$ cat src/rtl/kmps_pkg.sv
package kmps_pkg;

    localparam int MAX_PATTERN = 1024;
    localparam int MAX_TEXT    = 65536;
    localparam int PAT_AW      = $clog2(MAX_PATTERN);
    localparam int LEN_W       = PAT_AW + 1;
    localparam int TPOS_SAT    = MAX_TEXT + MAX_PATTERN;
    localparam int TPOS_W      = $clog2(TPOS_SAT + 1);
    localparam int SYM_W       = 8;
    localparam int POS_W       = 16;
    localparam int Q_DEPTH     = 4;
    localparam int Q_AW        = $clog2(Q_DEPTH);
    localparam int Q_CW        = Q_AW + 1;

    typedef struct packed {
        logic             operation;
        logic [SYM_W-1:0] symbol;
        logic             last;
    } t_in_beat;

    typedef struct packed {
        logic             found;
        logic [POS_W-1:0] position;
    } t_out_beat;

    typedef enum logic [1:0] {
        KIND_PAT,
        KIND_PAT_LAST,
        KIND_TXT,
        KIND_TXT_LAST
    } t_kind;

    typedef struct packed {
        t_kind            kind;
        logic [SYM_W-1:0] sym;
    } t_cmd;

    typedef struct packed {
        logic valid;
        t_cmd cmd;
    } t_q_head;

    typedef enum logic [2:0] {
        ST_IDLE,
        ST_BUILD_RD,
        ST_BUILD_CMP,
        ST_TEXT_GO,
        ST_SEARCH_RD,
        ST_SEARCH_CMP,
        ST_TEXT_END
    } t_back_state;

endpackage

$ cat src/rtl/kmps_queue.sv
module kmps_queue
    import kmps_pkg::*;
(
    input  logic    i_clk,
    input  logic    i_rst_n,
    input  logic    i_push,
    input  t_cmd    i_cmd,
    output logic    o_full,
    input  logic    i_pop,
    output t_q_head o_head
);

    t_cmd            r_mem [Q_DEPTH];
    logic [Q_AW-1:0] r_wptr;
    logic [Q_AW-1:0] r_rptr;
    logic [Q_CW-1:0] r_count;
    logic            w_pop;

    assign o_full       = (r_count == Q_CW'(Q_DEPTH));
    assign o_head.valid = (r_count != '0);
    assign o_head.cmd   = r_mem[r_rptr];
    assign w_pop        = i_pop && o_head.valid;

    always_ff @(posedge i_clk) begin
        if (!i_rst_n) begin
            r_wptr  <= '0;
            r_rptr  <= '0;
            r_count <= '0;
        end else begin
            if (i_push) begin
                r_wptr <= r_wptr + Q_AW'(1);
            end
            if (w_pop) begin
                r_rptr <= r_rptr + Q_AW'(1);
            end
            if (i_push && !w_pop) begin
                r_count <= r_count + Q_CW'(1);
            end else if (w_pop && !i_push) begin
                r_count <= r_count - Q_CW'(1);
            end
        end
    end

    always_ff @(posedge i_clk) begin
        if (i_push) begin
            r_mem[r_wptr] <= i_cmd;
        end
    end

endmodule

$ cat config.mk
export PLATFORM = sky130hd
export DESIGN_NAME = kmps_queue
export DESIGN_NICKNAME = d
export VERILOG_FILES = /design/src/rtl/kmps_pkg.sv /design/src/rtl/kmps_queue.sv
export SDC_FILE = /design/constraint.sdc
export NUM_CORES = 1
export LEC_CHECK = 0
export BUFFER_PORTS_ARGS = -buffer_cell sky130_fd_sc_hd__buf_2
export CAP_MARGIN = 20
export CORE_UTILIZATION = 30
export DETAILED_ROUTE_END_ITERATION = 10
export HOLD_SLACK_MARGIN = 0.05
export PLACE_DENSITY = 0.49
export SLEW_MARGIN = 20
export SYNTH_ARGS = -nofsm -noshare
export SYNTH_HDL_FRONTEND = slang
export SYNTH_SLANG_ARGS = --single-unit
$ cat constraint.sdc
create_clock -name i_clk -period 5.7 [get_ports i_clk]
set_input_delay 0.285 -clock i_clk [delete_from_list [all_inputs] [get_ports i_clk]]
set_output_delay 0.285 -clock i_clk [all_outputs]
set_load 0.01 [all_outputs]
* After elaboration in Yosys (flattened, before gate mapping)
Memory sizes are Yosys's and may differ from the RTL's. A register that Yosys moved wholly into a read port is not among the register bits. Index checks and enable logic that the tools add are counted.
Cells by class: magnitude comparators 0, equality and inequality tests 1, bitwise gates (word level) 0, multiplexer cells 6, multiply operators 0, reductions and logical operators 7, add/subtract/negate cells 4, divide/modulo/power cells 0, shift operators 0
Operators by type and width (count):
- 2-to-1 mux 3 bit | 2
- adder 2 x 1 -> 2 bit, second input constant | 2
- 2-to-1 mux 2 bit | 2
- adder 3 x 1 -> 3 bit, second input constant | 1
- equality test 3 bit, second input constant | 1
- logical AND 1 bit | 3
- nonzero test 3 bit | 1
- subtractor 3 x 1 -> 3 bit, second input constant | 1
- zero test 1 bit | 2
- 2-to-1 mux 1 bit | 2
- nonzero test 2 bit | 1
Storage, ports and cells: output and inout bits 12, latch bits 0, flip-flop bits (word level) 7, bits in read-only memories 0, memories 1, RAM bits 40, input bits 14
Memory list:
- r_mem | words 4, bits a word 10, read ports 1, clocked after Yosys merged registers in 1, write ports 1, RTL line kmps_queue.sv:13 | t_cmd r_mem [Q_DEPTH];

* Logic depth before layout (Yosys ltp)
word-level depth 5, depth in mapped cells 7, depth with buffers taken out 7

* Least setup slack after synthesis
Ideal clock, no wire load.
path kind register to register, start point register r_count[1], end point register r_count[2], data required time 5.624 ns, stages on the path, launching flop included 8, arrival 1.857 ns, period minus slack after synthesis 1.933 ns, path slack 3.767 ns, cell sequence dfxtp_1 o31ai_4 ha_1 inv_1 fa_1 xor2_1 or3_1 a21boi_0
Between the ends: word-level cells in the longest chain between the ends 5, elaborated cells between the ends (all ways) 10, those cells by class add/sub: 2; mux: 2; reduce/logical: 6
Ends and longest elaborated chain:
- from (decl) | RTL line kmps_queue.sv:16 | logic [Q_CW-1:0] r_count;
- from (signal assigned) | RTL line kmps_queue.sv:37 | r_count <= r_count + Q_CW'(1);
- from (signal assigned) | RTL line kmps_queue.sv:39 | r_count <= r_count - Q_CW'(1);
- parallel branches: the longest is 5 deep, another holds subtractor 3 x 1 -> 3 bit
Several ways; the timed one is not identified. The select of a mux whose other input is x is not followed. A chain may end at the register's enable or synchronous reset.

* Worst setup path after layout
Ends and elaborated chain as after synthesis.

==> results.md <==
- Status: completed
- Core box area: 6026 um^2
- Vias per Instance: 4.716
- Hold Crit Class: input pin to register
- Max incr delay on CP: 400 ps
- Routed WL per cell: 15.31 um
- Die height: 81.94 um
- Slew Limit Headroom: 0.5167
- Count of cell types in the netlist: 20
- Skew final: 2.147 ps
- Utilization after layout: 0.3706
- Rows: 28
- H-tree depth: 2
- Area of the die: 6713 um^2
- Leakage: 0.0007720 uW
- CTS clk-pin slew, worst paths: 90 ps
- CP max FO: 6
- Post-synthesis cell area: 1917 um^2
- Grt total ovfl: 0
- Top post-synthesis cells by area: edfxtp_1 63%, mux4_2 12%, dfxtp_1 9.4%, ha_1 3.3%, and2_1 2.9%
- Starting Density: 0.3181
- Final setup viols: 0
- Clk sinks: 49
- F_max: 0.4696 GHz
- RSZ-0062 raised after global routing: false
- Num CTS Buffers: 5
- CP cell instances: o31ai_4, ha_1, inv_1, fa_1, xor2_1, or3_1, a21boi_0
- Pin count of the biggest net entering global routing: 16
- Crit-path slowest cell: dfxtp_1
- Syn nets: 115
- Synth top area share: 0.6266
- Antenna cells: 0
- Port bufs: 25
- Crit path time final: 2130 ps
- Crit path DAT: 2340 ps
- Post-DP HPWL: 2039 um
- Worst setup SP type: register
- Die X: 81.94 um
- Initial antenna violation count: 0
- Global-route wire length before repair: 4698 um
- Most frequent cells in the layout: 40 x edfxtp_1, 25 x buf_2, 10 x mux4_2
- Overall Global Routing Usage: 0.1010
- VDD IR max: 0.0001897 V
- Critical path required time: 5910 ps
- Fin nets: 145
- Critical setup path kind: register to register
- Largest area contributor in the netlist: edfxtp_1
- Routability congestion estimate from global placement: 0.6155
- Hold Buf Count CTS: 0
- Synth Instances: 95
- Clock root buffer: clkbuf_8
- Final ANT Viol Nets: 0
- Synthesized area per cell: 20.18 um^2
- Worst-Skew Late Latency: 290 ps
- R2R cell count: 7
- CTS tree: yes
- Via count: 948
- Family with the most delay on the worst path: adder cells
- Worst Tran Pin Value: 723.9 ps
- CP endpoint kind: register
- I/O Pins: 26
- Worst hold path stage count: 1
- Remaining DRCs: 0
- Post-CTS sizing: 0
- Synthesis-to-finish area growth: 16.51%
- Commonest non-fill, non-tap cell in the layout: edfxtp_1
- Setup TNS: 0 ps
- Iteration count of the initial detailed-routing pass: 4
- WP depth: 7
- Synthesis-stage register bit count: 49
- Vias in the first global route: 969
- DR iter-0 viols: 43
- Final Hold Violating Endpoints: 0
- CP bufs+invs: 1
- Max-cap violations: 0
- Clk buf depth: 2
- Power per Cell Area: 404.1 nW/um^2
- Sequential fraction of the synthesis area: 0.7206
- Share of cells above drive strength 1: 0.3571
- Max Slew Vio Count: 0
- YS warnings: 0
- Final cycle utilization of the critical path: 0.3736
- Setup bufs post-CTS: 0
- Total wire length: 3078 um
## logic make-up after synthesis
| kind of cell | Yosys count | synth area share |
|---|---|---|
| DFF | 49 | 0.7206 |
| and+or+nand+nor | 14 | 0.04700 |
| muxes | 12 | 0.1279 |
| adders and majority gates | 6 | 0.04308 |
| xor gates and xnor gates | 5 | 0.02285 |
| buffers and inverters | 5 | 0.01240 |
| AOI/OAI and AO/OA | 4 | 0.02611 |
## per-layer routing
layer	vias to the layer above	share of wire	global-route usage
met1	485	0.43	0.1156
met4	0	0.023	0.05439
met2	29	0.50	0.1653
li1	427	-	-
met5	-	0	0
met3	7	0.051	0.03444
## cell type report
class / count / area [um^2]
clock buffers: 5 / 68.82
fillers: 580 / 3792
repair buffers: 25 / 125.1
inverters: 3 / 11.26
multi-input cells: 41 / 511.7
well taps: 75 / 93.84
flip-flops and latches: 49 / 1381
clock inverters: 3 / 41.29
## report_power, final
part           leakage [uW]  switching, uW  internal (uW)
clock network     0.0000518            111            129
logic              0.000279           76.6            115
registers          0.000441           51.3            419
## path summary, 6_finish.rpt
| path | from | end | slack (ps) |
|---|---|---|---|
| max reg2reg | r_count[1] | r_count[2] | 3570 |
| max | r_count[1] | r_count[2] | 3570 |
| min | i_cmd[6] | r_mem[3][6] | 200 |
| min reg2reg | r_wptr[1] | r_wptr[1] | 590 |
## flip-flops by register name, indices dropped and copies added, names as in the netlist, named ones only
signal,cells
r_rptr,2
r_wptr,2
r_mem,40
r_count,3
## metrics by stage
step / area (um^2) / std cells / total power (uW) / hold slack, ps / setup slack [ps]
final: 2233 / 201 / 902.6 / 197.7 / 3570
after global routing: 2233 / 201 / 951.5 / 181.3 / 3404
after CTS: 2233 / 201 / 918.0 / 186.1 / 3471
after detailed placement: 2123 / 193 / 677.0 / 503.4 / 3570
after global placement: 2123 / 193 / 666.3 / 494.9 / 3738
after floorplan: 1917 / 95 / 610.0 / 383.9 / 3767
## synthesized netlist by cell type
cell	count
or3_1	1
o311ai_2	1
buf_4	1
mux4_2	10
mux2i_1	2
nor2b_1	2
inv_1	3
or3_2	1
o21ai_0	1
and2_1	9
o31ai_4	1
fa_1	1
dfxtp_1	9
clkbuf_2	1
nor3b_1	1
ha_1	5
xnor2_1	3
edfxtp_1	40
a21boi_0	1
xor2_1	2
Power figures use the tool's default switching activity.
