`config.mk`:
```
export PLATFORM = sky130hd
export DESIGN_NAME = kmps_front
export DESIGN_NICKNAME = d
export VERILOG_FILES = /design/src/rtl/kmps_pkg.sv /design/src/rtl/kmps_front.sv
export SDC_FILE = /design/constraint.sdc
export NUM_CORES = 1
export LEC_CHECK = 0
export ABC_CLOCK_PERIOD_IN_PS = 1800
export BUFFER_PORTS_ARGS = -buffer_cell sky130_fd_sc_hd__buf_2
export CAP_MARGIN = 0
export CORE_AREA = 2 2 39 41
export DETAILED_ROUTE_END_ITERATION = 8
export DIE_AREA = 0 0 41 43
export GPL_TIMING_DRIVEN = 0
export PLACE_DENSITY_LB_ADDON = 0.3
export SETUP_SLACK_MARGIN = 0.15
export SKIP_CTS_REPAIR_TIMING = 1
export SLEW_MARGIN = 20
export SYNTH_ARGS = -nofsm -noshare
export SYNTH_HDL_FRONTEND = slang
export SYNTH_SLANG_ARGS = --single-unit
```
`constraint.sdc`:
```
create_clock -name i_clk -period 1.8 [get_ports i_clk]
set_input_delay 0.36 -clock i_clk [delete_from_list [all_inputs] [get_ports i_clk]]
set_output_delay 0.36 -clock i_clk [all_outputs]
set_load 0.01 [all_outputs]
```
`src/rtl/kmps_pkg.sv`:
```
package kmps_pkg;

    localparam int MAX_PATTERN = 1024;
    localparam int MAX_TEXT    = 65536;
    localparam int PAT_AW      = $clog2(MAX_PATTERN);
    localparam int LEN_W       = PAT_AW + 1;
    localparam int TPOS_SAT    = MAX_TEXT + MAX_PATTERN;
    localparam int TPOS_W      = $clog2(TPOS_SAT + 1);
    localparam int SYM_W       = 8;
    localparam int POS_W       = 16;
    localparam int Q_DEPTH     = 4;
    localparam int Q_AW        = $clog2(Q_DEPTH);
    localparam int Q_CW        = Q_AW + 1;

    typedef struct packed {
        logic             operation;
        logic [SYM_W-1:0] symbol;
        logic             last;
    } t_in_beat;

    typedef struct packed {
        logic             found;
        logic [POS_W-1:0] position;
    } t_out_beat;

    typedef enum logic [1:0] {
        KIND_PAT,
        KIND_PAT_LAST,
        KIND_TXT,
        KIND_TXT_LAST
    } t_kind;

    typedef struct packed {
        t_kind            kind;
        logic [SYM_W-1:0] sym;
    } t_cmd;

    typedef struct packed {
        logic valid;
        t_cmd cmd;
    } t_q_head;

    typedef enum logic [2:0] {
        ST_IDLE,
        ST_BUILD_RD,
        ST_BUILD_CMP,
        ST_TEXT_GO,
        ST_SEARCH_RD,
        ST_SEARCH_CMP,
        ST_TEXT_END
    } t_back_state;

endpackage

```
`src/rtl/kmps_front.sv`:
```
module kmps_front
    import kmps_pkg::*;
(
    input  logic     i_clk,
    input  logic     i_rst_n,
    input  logic     i_in_valid,
    input  t_in_beat i_in_data,
    output logic     o_in_stall,
    input  logic     i_q_full,
    output logic     o_q_push,
    output t_cmd     o_q_cmd
);

    logic r_valid;
    logic n_valid;
    t_cmd r_cmd;
    t_cmd n_cmd;
    logic w_accept;

    assign o_in_stall = r_valid && i_q_full;
    assign o_q_push   = r_valid && !i_q_full;
    assign o_q_cmd    = r_cmd;
    assign w_accept   = i_in_valid && !o_in_stall;

    // classify the beat
    always_comb begin
        n_cmd     = r_cmd;
        n_cmd.sym = i_in_data.symbol;
        case ({i_in_data.operation, i_in_data.last})
            2'b00:   n_cmd.kind = KIND_PAT;
            2'b01:   n_cmd.kind = KIND_PAT_LAST;
            2'b10:   n_cmd.kind = KIND_TXT;
            default: n_cmd.kind = KIND_TXT_LAST;
        endcase
        if (w_accept) begin
            n_valid = 1'b1;
        end else if (o_q_push) begin
            n_valid = 1'b0;
        end else begin
            n_valid = r_valid;
        end
    end

    always_ff @(posedge i_clk) begin
        if (!i_rst_n) begin
            r_valid <= 1'b0;
        end else begin
            r_valid <= n_valid;
        end
    end

    always_ff @(posedge i_clk) begin
        if (w_accept) begin
            r_cmd <= n_cmd;
        end
    end

endmodule

```
Word-level counts from Yosys, hierarchy flattened
Cells that the tools add are included.
{"block": "op_classes", "n_eq_ne": 2, "n_mux": 3, "reduce_logical": 7}
{"op": "2-bit one-hot mux with 3 select lines", "n": 1}
{"op": "1-bit logical AND", "n": 3}
{"op": "2-bit by 1-bit equality test with 1-bit output (second input constant)", "n": 1}
{"op": "2-bit equality test (second input constant)", "n": 1}
{"op": "1-bit logical NOT", "n": 2}
{"op": "2-bit logical NOT", "n": 1}
{"op": "1-bit two-way mux", "n": 2}
{"op": "2-bit nonzero test", "n": 1}
{"block": "word_totals", "register_bits": 11, "in_bits": 14, "word_cells": 15}

Longest topological paths before layout
Gate-level depths: netlist (run 1).
{"block": "depth", "depth_word": 4, "depth_mapped": 2, "ltp_nobuf": 2}

Least setup slack after synthesis (run 1)
No wires, ideal clock.
{"block": "synth_path", "kind": "input-to-reg", "from": "input i_q_full", "to": "register r_cmd, in the netlist o_q_cmd[0], enable pin", "arrival_ns": 1.013, "required_time_ns": 1.423, "slack_ns": 0.409, "stages": 2, "n_path_buf": 0, "path_cell_list": "and2_4 -> nor2b_1"}
{"block": "synth_via", "elab_chain_len": 3}
{"element": "start: declaration", "line": "kmps_front.sv:9", "text": "input logic i_q_full,"}
{"element": "1-bit logical AND", "line": "kmps_front.sv:20", "text": "assign o_in_stall = r_valid && i_q_full;"}
{"element": "1-bit logical NOT", "line": "kmps_front.sv:23", "text": "assign w_accept = i_in_valid && !o_in_stall;"}
{"element": "1-bit logical AND", "line": "kmps_front.sv:23"}
{"element": "end signal: assignment", "line": "kmps_front.sv:54", "text": "r_cmd <= n_cmd;"}
{"element": "end: declaration", "line": "kmps_front.sv:16", "text": "t_cmd r_cmd;"}
No other way between the ends.
A chain may end at the register's enable or synchronous reset.

Final worst setup path (run 1)
{"block": "layout_path", "from": "register r_valid", "to": "register r_cmd, in the netlist o_q_cmd[9], enable pin"}
{"block": "layout_via", "elab_chain_len": 3}
{"element": "start: declaration", "line": "kmps_front.sv:14", "text": "logic r_valid;"}
{"element": "start signal: assignment", "line": "kmps_front.sv:48", "text": "r_valid <= n_valid;"}
{"element": "1-bit logical AND", "line": "kmps_front.sv:20"}
{"element": "1-bit logical NOT", "line": "kmps_front.sv:23"}
{"element": "1-bit logical AND", "line": "kmps_front.sv:23"}
No other way between the ends.

==> results of run 1 <==
## flip-flops by register name, summed over array words and instances, names as in the netlist
name / cells
r_valid: 1
o_q_cmd: 10
## cells in the mapped netlist
cell,n
edfxtp_1,10
clkbuf_1,2
and2_4,1
and2b_1,1
dfxtp_1,1
nor2b_1,1
o21a_1,1
## layout make-up
class                           instances  area [µm²]  area share [%]
Sequential cell                        11         320            61.7
Timing Repair Buffer                   23         115            22.2
Multi-Input combinational cell          4        30.0            5.78
Clock buffer                            4        26.3            5.06
Tap cell                               16        20.0            3.86
Buffer                                  2        7.51            1.45
## cell families (layout without fill, tap and decap cells)
| family | count (synthesis) | count (layout) |
|---|---|---|
| compound gates | 1 | 1 |
| flops | 11 | 11 |
| buf+inv | 2 | 29 |
| simple gates | 3 | 3 |
## where the power goes
group / internal (mW) / switching (mW)
sequential: 0.296 / 0.00289
combinational: 0.0223 / 0.0226
clock: 0.0855 / 0.0735
## through the flow
step	power (mW)	hold WS, ps	setup slack [ps]	utilization, %	area (µm²)
after floorplan	0.324	459	409	-	358
final	0.503	274	353	37.5	519
after CTS	0.514	263	310	37.5	519
after global routing	0.525	263	250	37.5	519
after global placement	0.350	530	124	35.6	493
after detailed placement	0.351	538	121	35.6	493
## worst reg2reg max path, delay by kind of cell, from the launching register on
kind          cells  cell delay (ps)
flops             1              310
simple gates      2              760
## final timing paths
kind                          end  slack [ps]
max          o_q_cmd[9]$_DFFE_PP_         350
min          o_q_cmd[0]$_DFFE_PP_         270
max reg2reg  o_q_cmd[9]$_DFFE_PP_         350
min reg2reg  r_valid$_SDFFE_PN0P_         580
## per-layer routing
metal | share of wire, % | wire length [µm]
met1 | 34 | 196
met2 | 49 | 282
met3 | 15 | 85
met4 | 1.6 | 9
met5 | 0 | 0
==> results.yml, run 1 <==
placement:
  place.detailed.instances: 56
  globalplace.congestion: 0.624
  portBuffers: 23
timing:
  layout_worst_path_cycle_share_pct: 80.4
  finClkSkew_ps: 3.11
  slew_viol_final: 0
  achievable_freq_ghz: 0.691
  max_slew.worst_pin.slew_ps: 820
  unrepaired_setup_endpoints_after_global_routing: "false"
  setup_tns_ps: 0
  setup_violations: 0
  slew_headroom_pct: 45.2
  report.final.hold_viol_count: 0
  post-route-min-period_ps: 1450
worst_setup_path:
  end_kind: "flop"
  slowest_delay_ps: 630
  critical_path.max_fanout: 10
  critPathArrivalTime_ps: 1330
  worst-endpoint-required_ps: 1690
  reg2reg_from: "r_valid$_SDFFE_PN0P_"
  critical_path_depth: 2
  cpMaxStageDelayCell: "nor2b_1"
  setup.worst_path.start: "r_valid$_SDFFE_PN0P_"
  critPathLaunchType: "flop"
  worstSetupPathType: "flop to flop"
  critical_path.cell_chain: "and2_4 > nor2b_1"
  timing.reg2reg.worst_path_depth: 2
  path_delay_family: "simple AND/OR/NAND/NOR gates"
  worst-path-buf-inv: 0
layout:
  layout.filler_cells: 137
  fin_nets: 59
  drive_gt1_share_pct: 61.4
  antenna_cells: 0
  syn_to_final_growth_pct: 45.1
  layout_commonest_cell: "buf_2"
  mostFrequentLayoutCells: "buf_2 (23), edfxtp_1 (10), clkbuf_1 (3), clkbuf_4 (3)"
  layoutNonFillerInstCount: 60
yosys:
  synth_area_leaders: "edfxtp_1 (84%), dfxtp_1 (5.6%), and2_4 (2.4%), and2b_1 (2.1%), clkbuf_1 (2.1%)"
  synth_simple_gate_area_share_pct: 6.29
  synth_cell_types: 7
  synth_compound_gate_area_share_pct: 2.10
  synth.yosys.seq_area_share_pct: 89.5
  synth_seq_cells: 11
  post_synth_inst_count: 17
  synthXorXnorAreaFrac_pct: 0
  post_synth_instance_area_um2: 358
  yosys.area.top_type: "edfxtp_1"
  yosys.area_share.adder_pct: 0
  avgSynthCellArea_um2: 21.0
  synth.area.mux_share_pct: 0
  dominant_combinational_cell_family_by_area_after_synthesis: "simple AND/OR/NAND/NOR gates"
  mappedNetlistNets: 31
  synth_top_area_share_pct: 83.9
  yosysWarningCount: 0
floorplan:
  die_area_um2: 1760
  die-height_um: 43
  pin_count: 26
  placement_rows: 14
  starting_density_of_the_core_pct: 25.9
  fp.coreArea_um2: 1380
  die_w_um: 41
clock_network:
  cts.sink_count: 11
  number_of_cts_inserted_buffers: 3
  clk_root_buffer_cell: "clkbuf_4"
  cts-htree-levels: 1
  cts_tree: "built"
  ctsLongestPathBuffers: 2
  clock_latency_ps: 260
  cts.clk_slew.worst_paths_ps: 70
route:
  route.detailed.vias_per_inst: 4.00
  drcViolationCount: 0
  wl_per_cell_um: 9.57
  drt_wl_total_um: 574
  drt_iter0_drc: 0
  firstDrtPassIters: 1
  detailroute.via_count: 240
  postRouteAntennaNets: 0
global_routing:
  largest_net_degree_at_the_start_of_global_routing: 11
  groute.layer.met1.usage_pct: 7.88
  grt_pass1_vias: 219
  antenna_violations_before_repair: 0
  grt_remaining_overflow: 0
  globalRouteMet3Util_pct: 3.14
  track_usage_pct: 7.98
  global_route.usage.met2_pct: 10.6
  grt_pass1_wl_um: 834
  grt-busiest-layer: "met2"
power_and_ir_drop:
  power_per_cell_area_nw_per_um2: 969
  peakVddDrop_mv: 0.344
  p_leak_nw: 0.231
run_status:
  status: "complete, no violations"
worst_hold_path:
  hp-start: "i_in_data[1]"
  hp-class: "input port to flop"
  hold-path-cell-count: 1
run:
  maxCapViolations: 0
No activity file was read; power rests on OpenSTA's default activity.
==> run 2: changes to the inputs <==
- ABC_CLOCK_PERIOD_IN_PS: 1800 -> 1500
- clock period: 1.8 -> 1.5 ns (I/O delays scaled with it)
==> run 2 against run 1 <==
  * Combinational power up 22%
  * Clock power rose by 20%
  * Die area unchanged
  * Largest cell class unchanged
  * Sequential power is 20% higher
  * Clock skew hardly changed
  * Critical path type unchanged
  * Worst hold slack worse by 60 ps
  * Total power grew 20%
  * Critical endpoint unchanged
==> results.yml, run 2 (synthesis results as in run 1) <==
power_and_ir_drop:
  power_report.internal_total_mw: 0.485
  p_leak_nw: 0.232
  pwr-share-clk_pct: 31.6
  p_sw_share_pct: 19.7
  peakVddDrop_mv: 0.423
  power.combinational.fraction_pct: 9.1
  switchingPower_mw: 0.119
  power_per_cell_area_nw_per_um2: 1160
  power.sequential.fraction_pct: 59.4
global_routing:
  antenna_violations_before_repair: 0
  grt_pass1_wl_um: 834
  largest_net_degree_at_the_start_of_global_routing: 11
  grt_remaining_overflow: 0
  grt-busiest-layer: "met2"
  global_route.usage.met2_pct: 10.6
  grt_pass1_vias: 219
  globalRouteMet3Util_pct: 3.14
  groute.layer.met1.usage_pct: 7.88
  track_usage_pct: 7.98
worst_setup_path:
  critical_path.max_fanout: 10
  end_kind: "flop"
  timing.reg2reg.worst_path_depth: 2
  worstSetupPathType: "flop to flop"
  critPathLaunchType: "flop"
  critPathArrivalTime_ps: 1110
  worst-endpoint-required_ps: 1400
clock_network:
  cts_tree: "built"
  cts.clk_slew.worst_paths_ps: 70
  number_of_cts_inserted_buffers: 3
  clk_root_buffer_cell: "clkbuf_4"
  cts.sink_count: 11
  cts-htree-levels: 1
  clock_latency_ps: 260
  ctsLongestPathBuffers: 2
timing:
  report.final.hold_viol_count: 0
  achievable_freq_ghz: 0.828
  layout_worst_path_cycle_share_pct: 80.5
  slew_headroom_pct: 67.5
  post-route-min-period_ps: 1210
  slew_viol_final: 0
  max_slew.worst_pin.slew_ps: 485
  setup_violations: 0
  finClkSkew_ps: 3.11
  fin_ws_ps: 293
  unrepaired_setup_endpoints_after_global_routing: "false"
  setup_tns_ps: 0
placement:
  place.detailed.instances: 56
  portBuffers: 23
  globalplace.congestion: 0.624
  placement.cell_area_um2: 493
  preCtsSetupSlack_ps: -119
route:
  firstDrtPassIters: 1
  postRouteAntennaNets: 0
  wl_per_cell_um: 9.65
  drt_wl_total_um: 579
  route.detailed.vias_per_inst: 3.97
  drcViolationCount: 0
  drt_iter0_drc: 0
  detailroute.via_count: 238
layout:
  antenna_cells: 0
  mostFrequentLayoutCells: "buf_2 (23), edfxtp_1 (10), clkbuf_1 (3), clkbuf_4 (3)"
  layoutNonFillerInstCount: 60
  layout_commonest_cell: "buf_2"
  drive_gt1_share_pct: 63.6
  syn_to_final_growth_pct: 45.8
  fin_nets: 59
  stdcell_area_um2: 522
  largest_register_ff_count: 10
worst_hold_path:
  hp-class: "input port to flop"
  hold-path-cell-count: 1
floorplan:
  die_area_um2: 1760
  placement_rows: 14
  pin_count: 26
  fp.coreArea_um2: 1380
  die-height_um: 43
  starting_density_of_the_core_pct: 25.9
  die_w_um: 41
run_status:
  status: "complete, no violations"
run:
  maxCapViolations: 0
[run 2: cell count changes in the layout (fill, tap and decap cells not counted)]
cell / change
nor2b_1: -1
nor2b_2: +1
[run 2: cell type report]
class | count | area (µm²)
Timing Repair Buffer | 23 | 115
Fill cell | 136 | 862
Tap cell | 16 | 20.0
Buffer | 2 | 7.51
Multi-Input combinational cell | 4 | 32.5
Sequential cell | 11 | 320
Clock buffer | 4 | 26.3
[run 2: critical path, stage by stage, from the launching register on]
cell and delay [ps]:
dfxtp_1 310, and2_4 140, nor2b_2 400
[run 2: through the flow]
stage	total power [mW]	util (%)	hold WS, ps
6_report	0.604	37.7	214
3_5_place_dp	0.421	35.6	478
3_3_place_gp	0.420	35.6	470
4_1_cts	0.617	37.5	203
2_1_floorplan	0.389	-	399
5_1_grt	0.631	37.7	203
[run 2: final timing paths]
path | from | endpoint | slack, ps
setup / recovery | r_valid$_SDFFE_PN0P_ | o_q_cmd[9]$_DFFE_PP_ | 290
hold / removal | i_in_data[1] | o_q_cmd[0]$_DFFE_PP_ | 210
setup reg to reg | r_valid$_SDFFE_PN0P_ | o_q_cmd[9]$_DFFE_PP_ | 290
hold reg to reg | r_valid$_SDFFE_PN0P_ | r_valid$_SDFFE_PN0P_ | 590
[run 2: metal layers]
layer  up-vias  routed length [µm]
li1        117                   -
met1       103                 203
met2        16                 280
met5         -                   0
met3         2                  85
met4         0                   9
[run 2: power by group through the flow]
stage / clock network [mW] / logic [mW] / registers, mW
floorplan: 0 / 0.0134 / 0.376
global placement: 0 / 0.0541 / 0.366
detailed placement: 0 / 0.0553 / 0.366
CTS: 0.202 / 0.0555 / 0.359
global route: 0.209 / 0.0608 / 0.361
finish: 0.191 / 0.0548 / 0.359
